[src/sv/control_channel_search_space_ecce_macros.svh]
// assertion macros for the control channel search space ecce block
// used by the top level only, no other dependencies
`ifndef CONTROL_CHANNEL_SEARCH_SPACE_ECCE_MACROS_SVH
`define CONTROL_CHANNEL_SEARCH_SPACE_ECCE_MACROS_SVH

// same-cycle implication
`define CCSS_ASSERT_IMP(lbl, clk, rst_n, ante, cons) \
  lbl: assert property (@(posedge clk) disable iff (!rst_n) (ante) |-> (cons)) \
    else $error("ccss assertion failed");

// next-cycle implication
`define CCSS_ASSERT_NXT(lbl, clk, rst_n, ante, cons) \
  lbl: assert property (@(posedge clk) disable iff (!rst_n) (ante) |=> (cons)) \
    else $error("ccss assertion failed");

`endif

[src/sv/ccss_pkg.sv]
// shared types and constants of the ecce search space block
// no dependencies
package ccss_pkg;

  localparam int unsigned MAX_ECCE       = 32;
  localparam int unsigned MAX_CANDIDATES = 8;
  localparam int unsigned MAX_LEVEL      = 32;

  localparam int unsigned NW        = 6;
  localparam int unsigned DVW       = 17;
  localparam int unsigned DSW       = 10;
  localparam int unsigned DIV_CNT_W = $clog2(DVW + 1);
  localparam int unsigned CFG_IDX_W = 2;
  localparam int unsigned CFG_DAT_W = 16;

  localparam logic [15:0] HASH_A = 16'd39827;
  localparam logic [16:0] HASH_D = 17'd65537;

  localparam logic [CFG_IDX_W-1:0] CFG_RNTI        = 2'd0;
  localparam logic [CFG_IDX_W-1:0] CFG_PRB_COUNT   = 2'd1;
  localparam logic [CFG_IDX_W-1:0] CFG_EIGHT_EREGS = 2'd2;

  localparam logic [3:0] PRB_COUNT_RST = 4'd2;

  typedef struct packed {
    logic [3:0] subframe;
    logic [5:0] level;
    logic [2:0] candidate;
    logic [3:0] candidate_count;
  } in_word_t;

  typedef struct packed {
    logic [4:0] ecce_index;
    logic       last;
    logic       error;
  } out_word_t;

  typedef enum logic [1:0] {
    DIV_GROUPS,
    DIV_OFFSET,
    DIV_MOD
  } div_sel_e;

  typedef struct packed {
    logic     cap_in;
    logic     hash_start;
    logic     div_start;
    div_sel_e div_sel;
    logic     store_grp;
    logic     store_off;
    logic     store_mod;
    logic     calc_start;
    logic     load_out;
  } ctrl_cmd_t;

  typedef struct packed {
    logic in_err;
    logic hash_busy;
    logic div_busy;
    logic last_word;
  } dp_stat_t;

endpackage

[src/sv/ccss_div.sv]
// restoring divider, one quotient bit per cycle
// depends on ccss_pkg
module ccss_div (
  input  logic                     clk_i,
  input  logic                     rst_ni,
  input  logic                     start_i,
  input  logic [ccss_pkg::DVW-1:0] dividend_i,
  input  logic [ccss_pkg::DSW-1:0] divisor_i,
  output logic                     busy_o,
  output logic [ccss_pkg::DVW-1:0] quot_o,
  output logic [ccss_pkg::DSW-1:0] rem_o
);
  import ccss_pkg::*;

  logic                 busy_q, busy_d;
  logic [DIV_CNT_W-1:0] cnt_q, cnt_d;
  logic [DVW-1:0]       quot_q;
  logic [DSW-1:0]       rem_q;
  logic [DSW-1:0]       dsr_q;
  logic [DSW:0]         shifted;
  logic [DSW:0]         reduced;
  logic                 ge;

  assign shifted = {rem_q, quot_q[DVW-1]};
  assign ge      = shifted >= {1'b0, dsr_q};
  assign reduced = shifted - {1'b0, dsr_q};

  always_comb begin
    busy_d = busy_q;
    cnt_d  = cnt_q;
    if (start_i) begin
      busy_d = 1'b1;
      cnt_d  = DIV_CNT_W'(DVW);
    end else if (busy_q) begin
      cnt_d = cnt_q - DIV_CNT_W'(1);
      if (cnt_q == DIV_CNT_W'(1)) begin
        busy_d = 1'b0;
      end
    end
  end

  always_ff @(posedge clk_i or negedge rst_ni) begin
    if (!rst_ni) begin
      busy_q <= 1'b0;
      cnt_q  <= '0;
    end else begin
      busy_q <= busy_d;
      cnt_q  <= cnt_d;
    end
  end

  always_ff @(posedge clk_i) begin
    if (start_i) begin
      quot_q <= dividend_i;
      rem_q  <= '0;
      dsr_q  <= divisor_i;
    end else if (busy_q) begin
      quot_q <= {quot_q[DVW-2:0], ge};
      rem_q  <= ge ? reduced[DSW-1:0] : shifted[DSW-1:0];
    end
  end

  assign busy_o = busy_q;
  assign quot_o = quot_q;
  assign rem_o  = rem_q;

endmodule

[src/sv/ccss_datapath.sv]
// datapath: config registers, hash recursion, shared divider, word assembly
// depends on ccss_pkg and ccss_div
module ccss_datapath (
  input  logic                           clk_i,
  input  logic                           rst_ni,
  input  logic                           cfg_we_i,
  input  logic [ccss_pkg::CFG_IDX_W-1:0] cfg_index_i,
  input  logic [ccss_pkg::CFG_DAT_W-1:0] cfg_data_i,
  input  ccss_pkg::in_word_t             in_i,
  input  ccss_pkg::ctrl_cmd_t            cmd_i,
  output ccss_pkg::dp_stat_t             stat_o,
  output ccss_pkg::out_word_t            out_o
);
  import ccss_pkg::*;

  logic [15:0]   rnti_q;
  logic [3:0]    prb_q;
  logic          eight_q;

  logic [NW-1:0] ecce_raw;
  logic [NW-1:0] ecce_n;
  logic          in_err;

  logic [5:0]    lvl_q;
  logic [2:0]    m_q;
  logic [3:0]    cnt_q;
  logic          err_q;

  logic          hash_busy_q;
  logic          hash_mul_q;
  logic [4:0]    rnd_q;
  logic [16:0]   y_q;
  logic [31:0]   prod_q;
  logic [32:0]   mul_full;
  logic [17:0]   red_diff;
  logic [16:0]   y_red;

  logic [8:0]     mn;
  logic [9:0]     lc;
  logic [DVW-1:0] div_dividend;
  logic [DSW-1:0] div_divisor;
  logic           div_busy;
  logic [DVW-1:0] div_quot;
  logic [DSW-1:0] div_rem;

  logic [NW-1:0]   grp_q;
  logic [NW-1:0]   off_q;
  logic [NW-1:0]   mod_q;
  logic [NW-1:0]   start_q;
  logic [NW-1:0]   idx_q;
  logic [2*NW-1:0] scaled;
  logic [NW-1:0]   pos;
  logic            last_word;
  out_word_t       out_q;

  // config registers
  always_ff @(posedge clk_i or negedge rst_ni) begin
    if (!rst_ni) begin
      rnti_q  <= '0;
      prb_q   <= PRB_COUNT_RST;
      eight_q <= 1'b0;
    end else if (cfg_we_i) begin
      unique case (cfg_index_i)
        CFG_RNTI:        rnti_q  <= cfg_data_i;
        CFG_PRB_COUNT:   prb_q   <= cfg_data_i[3:0];
        CFG_EIGHT_EREGS: eight_q <= cfg_data_i[0];
        default: ;
      endcase
    end
  end

  // ecce count and request check
  assign ecce_raw = eight_q ? {1'b0, prb_q, 1'b0} : {prb_q, 2'b00};
  assign ecce_n   = (ecce_raw > NW'(MAX_ECCE)) ? NW'(MAX_ECCE) : ecce_raw;

  assign in_err = (in_i.candidate_count == 4'd0) ||
                  ({1'b0, in_i.candidate} >= in_i.candidate_count) ||
                  ({1'b0, in_i.candidate_count} > 5'(MAX_CANDIDATES)) ||
                  (in_i.level == 6'd0) ||
                  (in_i.level > ecce_n) ||
                  ({1'b0, in_i.level} > 7'(MAX_LEVEL));

  always_ff @(posedge clk_i) begin
    if (cmd_i.cap_in) begin
      lvl_q <= in_i.level;
      m_q   <= in_i.candidate;
      cnt_q <= in_i.candidate_count;
      err_q <= in_err;
    end
  end

  // hash recursion, multiply then fold mod 2^16+1
  assign mul_full = 33'(HASH_A) * 33'(y_q);
  assign red_diff = {2'b00, prod_q[15:0]} - {2'b00, prod_q[31:16]};
  assign y_red    = red_diff[17] ? 17'(red_diff + 18'(HASH_D)) : red_diff[16:0];

  always_ff @(posedge clk_i or negedge rst_ni) begin
    if (!rst_ni) begin
      hash_busy_q <= 1'b0;
      hash_mul_q  <= 1'b0;
    end else if (cmd_i.hash_start) begin
      hash_busy_q <= 1'b1;
      hash_mul_q  <= 1'b1;
    end else if (hash_busy_q) begin
      hash_mul_q <= !hash_mul_q;
      if (!hash_mul_q && rnd_q == 5'd1) begin
        hash_busy_q <= 1'b0;
      end
    end
  end

  always_ff @(posedge clk_i) begin
    if (cmd_i.hash_start) begin
      y_q   <= {1'b0, rnti_q};
      rnd_q <= {1'b0, in_i.subframe} + 5'd1;
    end else if (hash_busy_q) begin
      if (hash_mul_q) begin
        prod_q <= mul_full[31:0];
      end else begin
        y_q   <= y_red;
        rnd_q <= rnd_q - 5'd1;
      end
    end
  end

  // divider operands
  assign mn = 9'(m_q) * 9'(ecce_n);
  assign lc = 10'(lvl_q) * 10'(cnt_q);

  always_comb begin
    unique case (cmd_i.div_sel)
      DIV_GROUPS: begin
        div_dividend = DVW'(ecce_n);
        div_divisor  = DSW'(lvl_q);
      end
      DIV_OFFSET: begin
        div_dividend = DVW'(mn);
        div_divisor  = DSW'(lc);
      end
      DIV_MOD: begin
        div_dividend = y_q + DVW'(off_q);
        div_divisor  = DSW'(grp_q);
      end
      default: begin
        div_dividend = '0;
        div_divisor  = '0;
      end
    endcase
  end

  ccss_div u_div (
    .clk_i      (clk_i),
    .rst_ni     (rst_ni),
    .start_i    (cmd_i.div_start),
    .dividend_i (div_dividend),
    .divisor_i  (div_divisor),
    .busy_o     (div_busy),
    .quot_o     (div_quot),
    .rem_o      (div_rem)
  );

  // start position and word assembly
  assign scaled    = (2*NW)'(lvl_q) * (2*NW)'(mod_q);
  assign pos       = start_q + idx_q;
  assign last_word = err_q || (idx_q == lvl_q - 6'd1);

  always_ff @(posedge clk_i) begin
    if (cmd_i.store_grp) begin
      grp_q <= div_quot[NW-1:0];
    end
    if (cmd_i.store_off) begin
      off_q <= div_quot[NW-1:0];
    end
    if (cmd_i.store_mod) begin
      mod_q <= div_rem[NW-1:0];
    end
    if (cmd_i.calc_start) begin
      start_q <= scaled[NW-1:0];
      idx_q   <= '0;
    end else if (cmd_i.load_out) begin
      idx_q <= idx_q + NW'(1);
    end
    if (cmd_i.load_out) begin
      out_q.ecce_index <= err_q ? 5'd0 : pos[4:0];
      out_q.last       <= last_word;
      out_q.error      <= err_q;
    end
  end

  assign stat_o.in_err    = in_err;
  assign stat_o.hash_busy = hash_busy_q;
  assign stat_o.div_busy  = div_busy;
  assign stat_o.last_word = last_word;
  assign out_o            = out_q;

endmodule

[src/sv/ccss_ctrl.sv]
// controller state machine: sequences hash, divisions and word output
// depends on ccss_pkg
module ccss_ctrl (
  input  logic                clk_i,
  input  logic                rst_ni,
  input  logic                in_valid_i,
  output logic                in_ready_o,
  output logic                out_valid_o,
  input  logic                out_ready_i,
  input  ccss_pkg::dp_stat_t  stat_i,
  output ccss_pkg::ctrl_cmd_t cmd_o
);
  import ccss_pkg::*;

  typedef enum logic [2:0] {
    S_IDLE,
    S_START,
    S_GRP,
    S_OFF,
    S_HASH,
    S_MOD,
    S_SCALE,
    S_EMIT
  } state_e;

  state_e state_q, state_d;
  logic   out_valid_q, out_valid_d;
  logic   load;

  assign load = (state_q == S_EMIT) && (!out_valid_q || out_ready_i);

  always_comb begin
    cmd_o         = '0;
    cmd_o.div_sel = DIV_GROUPS;
    state_d       = state_q;
    unique case (state_q)
      S_IDLE: begin
        if (in_valid_i) begin
          cmd_o.cap_in = 1'b1;
          if (stat_i.in_err) begin
            state_d = S_EMIT;
          end else begin
            cmd_o.hash_start = 1'b1;
            state_d          = S_START;
          end
        end
      end
      S_START: begin
        cmd_o.div_start = 1'b1;
        cmd_o.div_sel   = DIV_GROUPS;
        state_d         = S_GRP;
      end
      S_GRP: begin
        if (!stat_i.div_busy) begin
          cmd_o.store_grp = 1'b1;
          cmd_o.div_start = 1'b1;
          cmd_o.div_sel   = DIV_OFFSET;
          state_d         = S_OFF;
        end
      end
      S_OFF: begin
        if (!stat_i.div_busy) begin
          cmd_o.store_off = 1'b1;
          state_d         = S_HASH;
        end
      end
      S_HASH: begin
        if (!stat_i.hash_busy) begin
          cmd_o.div_start = 1'b1;
          cmd_o.div_sel   = DIV_MOD;
          state_d         = S_MOD;
        end
      end
      S_MOD: begin
        cmd_o.div_sel = DIV_MOD;
        if (!stat_i.div_busy) begin
          cmd_o.store_mod = 1'b1;
          state_d         = S_SCALE;
        end
      end
      S_SCALE: begin
        cmd_o.calc_start = 1'b1;
        state_d          = S_EMIT;
      end
      S_EMIT: begin
        cmd_o.load_out = load;
        if (load && stat_i.last_word) begin
          state_d = S_IDLE;
        end
      end
      default: state_d = S_IDLE;
    endcase
  end

  assign out_valid_d = load ? 1'b1 : (out_ready_i ? 1'b0 : out_valid_q);

  always_ff @(posedge clk_i or negedge rst_ni) begin
    if (!rst_ni) begin
      state_q     <= S_IDLE;
      out_valid_q <= 1'b0;
    end else begin
      state_q     <= state_d;
      out_valid_q <= out_valid_d;
    end
  end

  assign in_ready_o  = (state_q == S_IDLE);
  assign out_valid_o = out_valid_q;

endmodule

[src/sv/control_channel_search_space_ecce.sv]
// top level of the ecce search space block: controller, datapath, assertions
// depends on ccss_pkg, ccss_ctrl, ccss_datapath and the assertion macro header
//
// usage
// - config channel (cfg_valid_i/cfg_index_i/cfg_data_i) is always ready; index 0 rnti,
//   1 prb count, 2 eight eregs per ecce; write only while the block is idle
// - input channel takes one request word (subframe, level, candidate, count) while idle
// - output channel gives level words of ecce indices, last set on the final one;
//   a rejected request gives a single word with error and last set
// - sequence: a rejected request goes from idle straight to the emit state, where its
//   word is loaded once the output register is free; otherwise the shared divider runs
//   for groups, then offset, then the modulo once the hash recursion (which runs alongside
//   the first two) is done; the start position is then scaled and words follow at one per
//   cycle while the receiver is ready; one request is handled at a time
// - a stalled receiver holds the output register and the word stream pauses; the next
//   request is taken once the final word sits in the output register
// - reset clears the config registers to rnti 0, prb count 2, four eregs per ecce, and
//   returns the controller to idle with no word pending
`include "control_channel_search_space_ecce_macros.svh"

module control_channel_search_space_ecce (
  input  logic                           clk_i,
  input  logic                           rst_ni,
  input  logic                           cfg_valid_i,
  output logic                           cfg_ready_o,
  input  logic [ccss_pkg::CFG_IDX_W-1:0] cfg_index_i,
  input  logic [ccss_pkg::CFG_DAT_W-1:0] cfg_data_i,
  input  logic                           in_valid_i,
  output logic                           in_ready_o,
  input  ccss_pkg::in_word_t             in_i,
  output logic                           out_valid_o,
  input  logic                           out_ready_i,
  output ccss_pkg::out_word_t            out_o
);
  import ccss_pkg::*;

  ctrl_cmd_t cmd;
  dp_stat_t  stat;
  logic      cfg_we;

  assign cfg_ready_o = 1'b1;
  assign cfg_we      = cfg_valid_i & cfg_ready_o;

  ccss_ctrl u_ctrl (
    .clk_i       (clk_i),
    .rst_ni      (rst_ni),
    .in_valid_i  (in_valid_i),
    .in_ready_o  (in_ready_o),
    .out_valid_o (out_valid_o),
    .out_ready_i (out_ready_i),
    .stat_i      (stat),
    .cmd_o       (cmd)
  );

  ccss_datapath u_dp (
    .clk_i       (clk_i),
    .rst_ni      (rst_ni),
    .cfg_we_i    (cfg_we),
    .cfg_index_i (cfg_index_i),
    .cfg_data_i  (cfg_data_i),
    .in_i        (in_i),
    .cmd_i       (cmd),
    .stat_o      (stat),
    .out_o       (out_o)
  );

  `CCSS_ASSERT_IMP(a_err_word, clk_i, rst_ni, out_valid_o && out_o.error,
                   out_o.last && (out_o.ecce_index == 5'd0))
  `CCSS_ASSERT_IMP(a_idle_units, clk_i, rst_ni, in_ready_o,
                   !stat.div_busy && !stat.hash_busy)
  `CCSS_ASSERT_IMP(a_div_free, clk_i, rst_ni, cmd.div_start, !stat.div_busy)
  `CCSS_ASSERT_NXT(a_leave_idle, clk_i, rst_ni, in_valid_i && in_ready_o, !in_ready_o)

endmodule
[config.mk]
export PLATFORM = sky130hd
export DESIGN_NAME = control_channel_search_space_ecce
export DESIGN_NICKNAME = d
export VERILOG_FILES = /design/src/sv/ccss_pkg.sv /design/src/sv/ccss_div.sv /design/src/sv/ccss_datapath.sv /design/src/sv/ccss_ctrl.sv /design/src/sv/control_channel_search_space_ecce.sv
export VERILOG_INCLUDE_DIRS = /design/src /design/src/sv
export SDC_FILE = /design/constraint.sdc
export NUM_CORES = 1
export LEC_CHECK = 0
export ABC_CLOCK_PERIOD_IN_PS = 16100
export BUFFER_PORTS_ARGS = -buffer_cell sky130_fd_sc_hd__buf_2
export CORE_MARGIN = 3
export CORE_UTILIZATION = 69
export DETAILED_ROUTE_END_ITERATION = 10
export HOLD_SLACK_MARGIN = 0.05
export PLACE_DENSITY = 0.92
export SYNTH_ARGS = -nofsm -noshare
export SYNTH_HDL_FRONTEND = slang
export SYNTH_SLANG_ARGS = --single-unit
[constraint.sdc]
create_clock -name clk_i -period 16.1 [get_ports clk_i]
set_input_delay 1.61 -clock clk_i [delete_from_list [all_inputs] [get_ports clk_i]]
set_output_delay 1.61 -clock clk_i [all_outputs]
set_load 0.05 [all_outputs]
Word level (Yosys, flattened, before mapping)
Index checks and enable logic that the tools add are counted.

Flip-flop bits (word level): 174. Latch bits: 0. Memory bits (writable): 0. ROM bits: 0. Output and inout bits: 10. Memories kept: 0.

$add $sub $neg: 10. $mul: 4. Divide/modulo/power cells: 0. Magnitude comparators: 6. Equality and inequality tests: 21. Shift operators: 0. Mux-type cells: 47. Bitwise gates (word level): 2. Reductions and logical operators: 27.

Operators by type and width (number): 17-bit two-way mux (3); 17-bit one-hot mux with 3 select lines (1); 16-bit two-way mux (3); 16-bit by 17-bit multiplier with 32-bit output, first input constant (1); 10-bit one-hot mux with 3 select lines (1); 5-bit two-way mux (5); 3-bit two-way mux (8); 3-bit one-hot mux with 8 select lines (1); 17-bit adder, second input constant (1); 17-bit by 6-bit adder with 17-bit output (1); 1-bit two-way mux (17); 16-bit by 16-bit subtractor with 17-bit output (1); 2-bit inequality test, second input constant (7); 3-bit == test, second input constant (4); 6-bit > comparator, second input constant (2); 6-bit two-way mux (2); 11-bit by 10-bit greater-or-equal comparator with 1-bit output (1); 5-bit by 1-bit == test with 1-bit output, second input constant (2); 6-bit by 4-bit multiplier with 10-bit output (1); 10-bit two-way mux (1); 2-bit AND reduction (5); 10-bit subtractor (1); 5-bit by 1-bit subtractor with 5-bit output, second input constant (2); 3-bit by 6-bit multiplier with 9-bit output (1); other kinds (28) (45).

Longest topological paths before layout
Word-level depth: 11. Gate-level depth with buffers: 21.

Cells and area by module
From an unflattened synthesis, not the netlist that was laid out.

Cell total of the unflattened synthesis: 1566. Area, all modules: 16095.4 um^2.

By module, submodules not included: ccss_datapath (instances 1, cells each 1329, area an instance 13417.9 um^2); ccss_div (instances 1, cells each 187, area an instance 2249.7 um^2); ccss_ctrl (instances 1, cells each 48, area an instance 416.6 um^2); control_channel_search_space_ecce (instances 1, cells each 2, area an instance 11.3 um^2).

Worst setup path after synthesis
OpenSTA, ideal clock, no wires.

Kind: register to register. From: register u_dp.y_q[7]. To: register u_dp.prod_q[31], data pin. Library setup time: 0.264 ns. Arrival: 5.679 ns. Slack: 10.158 ns. Stages on the path, launching flop included: 18. Buffers on the path: 0. Clock period less this slack: 5.942 ns. Cell sequence: edfxtp_1 -> fa_1 -> inv_1 -> fa_1 -> fa_1 -> fa_1 -> fa_1 -> fa_1 -> inv_1 -> ha_1 -> nand2_1 -> nor2_1 -> a2111oi_0 -> a21oi_1 -> a311oi_1 -> a21oi_1 -> a221oi_1 -> xnor2_1.

Word-level cells in the longest chain between the ends: 1.

Ends and longest elaborated chain: start: declaration (line ccss_datapath.sv:32) `logic [16:0] y_q;`; start signal: assignment (line ccss_datapath.sv:114) `y_q <= {1'b0, rnti_q};`; start signal: assignment (line ccss_datapath.sv:120) `y_q <= y_red;`; 16-bit by 17-bit multiplier with 32-bit output (line ccss_datapath.sv:93) `assign mul_full = 33'(HASH_A) * 33'(y_q);`; via u_dp.mul_full[31] (line ccss_datapath.sv:34) `logic [32:0] mul_full;`; end signal: assignment (line ccss_datapath.sv:118) `prod_q <= mul_full[31:0];`; end: declaration (line ccss_datapath.sv:33) `logic [31:0] prod_q;`.

The timed path passes the listed nets, and every way through them passes these cells. A chain may end at the register's enable or synchronous reset.

Worst setup path after layout
From: register u_dp.y_q[6]. To: register u_dp.prod_q[31], data pin.

Same word-level chain as after synthesis.

==> flow_summary.json <==
{
  "fill_cells": 1340,
  "die_w_um": 157,
  "cp_max_fo": 14,
  "start_util_pct": 71.0,
  "clockBufferDepth": 2,
  "grt_pass1_vias": 12081,
  "worst_pin_slew_ns": 1.22,
  "yosys.cell_types.count": 73,
  "grt_max_degree": 36,
  "drive_gt1_share_pct": 8.02,
  "postSynthAreaPerCell_um2": 10.2,
  "routabilityCongestion": 0.988,
  "ys_ff_latch": 173,
  "synth.area.top_cells": "edfxtp_1, ha_1, fa_1, inv_1, dfrtp_1",
  "ys.flop_type": "edfxtp_1",
  "gr-total-overflow": 0,
  "io_pins": 50,
  "max_freq_mhz": 151,
  "yosys.area.top_type": "edfxtp_1",
  "hold_buffers": 0,
  "fin_nets": 1951,
  "fin_crit_ns": 6.61,
  "async_reset_ff_share_pct": 19.1,
  "area_growth_pct": 7.31,
  "cts_buffers": 17,
  "synth.top_cell.area_share_pct": 23.6,
  "die_y_um": 157,
  "design.core.area_mm2": 0.0220,
  "ant_nets": 0,
  "min_path_type": "flop to flop",
  "final_max_slew_viol_count": 0,
  "setup_viol": 0,
  "grt_pass1_wl_mm": 61.4,
  "rsz0062_at_grt": "no",
  "htree_levels": 4,
  "post-cts-setup-buffers": 0,
  "status": "complete, no violations",
  "finalHoldViolations": 0,
  "tritoncts": "done",
  "dp_hpwl_mm": 29.0,
  "synth_area_mm2": 0.0156,
  "first_pass_iters": 6,
  "drc": 0,
  "worst-endpoint-arrival_ns": 6.79,
  "end_kind": "flop",
  "cap_violations": 0,
  "crit_type": "flop to flop",
  "clock-sinks": 173,
  "viasPerCell": 6.17,
  "yosysWarnings": 0,
  "path_clk_slew_ns": 0.07,
  "antenna_found_initial": 0,
  "synth_cells": 1539,
  "final.setup.tns_ns": 0,
  "start_kind": "flop",
  "antenna_cells": 0,
  "synth_edf_count": 123,
  "slew_headroom_pct": 18.7,
  "cts_resized": 0,
  "num_vias": 11575,
  "finClkSkew_ns": 0.0144,
  "root_buffer": "clkbuf_16",
  "track_usage_pct": 32.1,
  "synth_seq_area_share_pct": 31.1,
  "drt_iter0_markers": 952,
  "placementRows": 54,
  "die-area_mm2": 0.0245,
  "clock_latency_ns": 0.45,
  "routedWlPerCell_um": 20.1,
  "numPortBuffers": 48,
  "finalWirelength_mm": 37.8,
  "post-route-period-util_pct": 41.0,
  "crit_required_ns": 16.29,
  "synth.net_count": 1906,
  "whs_ns": 0.468
}
## cells in the mapped netlist, types with 18 or more instances
cell	n
mux2_2	23
o21ai_0	40
nor2_1	91
xnor2_1	75
o21ai_1	28
nand2_1	111
ha_1	218
nand2b_1	18
a21o_1	21
edfxtp_1	123
and2_1	23
nand3_1	20
fa_1	109
a21oi_1	77
dfrtp_1	32
clkbuf_1	27
xor2_1	41
inv_1	251
## cell usage in the layout, fill, tap and decap left out, drive strengths merged, types with 5 or more instances in the layout
cell	n
inv	260
nand2b	18
and2	23
mux2i	11
xor2	41
nand4	11
a21o	21
o211ai	6
edfxtp	123
and3	7
mux2	23
nor3b	5
ha	218
o21ai	69
xnor2	75
a21oi	77
nand3b	6
nor3	15
buf	55
or3	6
dfrtp	32
dfxtp	17
nor2	91
a31oi	9
clkbuf	19
nand2	111
nor2b	17
o21a	6
nand3	20
a22oi	6
a221oi	5
o21bai	9
fa	109
clkinv	5
a211oi	14
## path summary, 6_finish.rpt
| path | from | end | slack (ns) | cells after the start |
|---|---|---|---|---|
| min in group asynchronous | rst_ni | u_dp.rnti_q[7]$_DFFE_PN0P_ | 1.25 | 1 |
| max in group asynchronous | rst_ni | u_dp.u_div.busy_o$_DFF_PN0_ | 14.32 | 1 |
| hold reg to reg | u_dp.u_div.quot_o[3]$_DFFE_PP_ | u_dp.off_q[3]$_DFFE_PP_ | 0.47 | 0 |
| hold / removal | u_dp.u_div.quot_o[3]$_DFFE_PP_ | u_dp.off_q[3]$_DFFE_PP_ | 0.47 | 0 |
| setup reg to reg | u_dp.y_q[6]$_DFFE_PP_ | u_dp.prod_q[31]$_DFFE_PP_ | 9.49 | 19 |
| setup / recovery | u_dp.y_q[6]$_DFFE_PP_ | u_dp.prod_q[31]$_DFFE_PP_ | 9.49 | 19 |
## cell families (layout without fill, tap and decap cells)
kind of cell,after synthesis,in the layout,synth area share (%)
muxes,34,34,2.36
DFF,173,173,31.1
and+or+nand+nor,346,346,10.9
other,1,1,0.0240
buffers and inverters,282,340,6.80
adders and majority gates,327,327,31.4
xor gates and xnor gates,116,116,6.50
AOI/OAI and AO/OA,260,260,10.9
## metrics by stage
stage	cells	utilization, %	cell area, um2	worst slack [ns]
after floorplan	1539	-	15600	10.16
after global placement	1845	73.4	16200	9.76
after detailed placement	1845	73.4	16200	9.60
after CTS	1877	76.1	16800	9.51
after global routing	1877	76.1	16800	9.13
final	1877	76.1	16800	9.49
## flip-flops by register name, summed over array words and instances (netlist names), 6 cells and up
signal	count
u_dp.u_div.dsr_q	10
u_dp.grp_q	6
u_dp.u_div.quot_o	17
u_dp.rnti_q	16
u_dp.lvl_q	6
u_dp.idx_q	6
u_dp.y_q	17
u_dp.out_o	7
u_dp.u_div.rem_o	10
u_dp.off_q	6
u_dp.prod_q	32
## area by class of cell
class	count	area (um2)	area share [%]
multi-input cells	1084	9720	58.0
flip-flops and latches	173	4860	29.0
inverters	253	950	5.66
clock buffers	19	454	2.71
well taps	280	350	2.09
repair buffers	55	293	1.75
clock inverters	13	143	0.850
## worst max-delay path: stages (launching register included)
cell and delay, ns:
edfxtp_1 0.68, fa_1 0.64, inv_1 0.06, fa_1 0.51, inv_1 0.05, ha_1 0.31
fa_1 0.56, fa_1 0.60, inv_1 0.07, fa_1 0.54, inv_1 0.04, ha_1 0.35
nand2_1 0.08, nor2_1 0.04, a2111oi_0 0.35, a21oi_1 0.22, a311oi_1 0.55, a21oi_1 0.19
a221oi_1 0.38, xnor2_1 0.11
## metal layers
metal	wire length [um]	track usage, %	up-vias
met3	2330	6.22	121
met4	1840	14.5	0
met5	0	0	-
met1	14600	38.7	5607
met2	19000	55.9	525
li1	-	-	5322
Power is left out: the tool's default activity adds up to more than one toggle a clock period on the data nets, which glitch-free logic cannot reach.
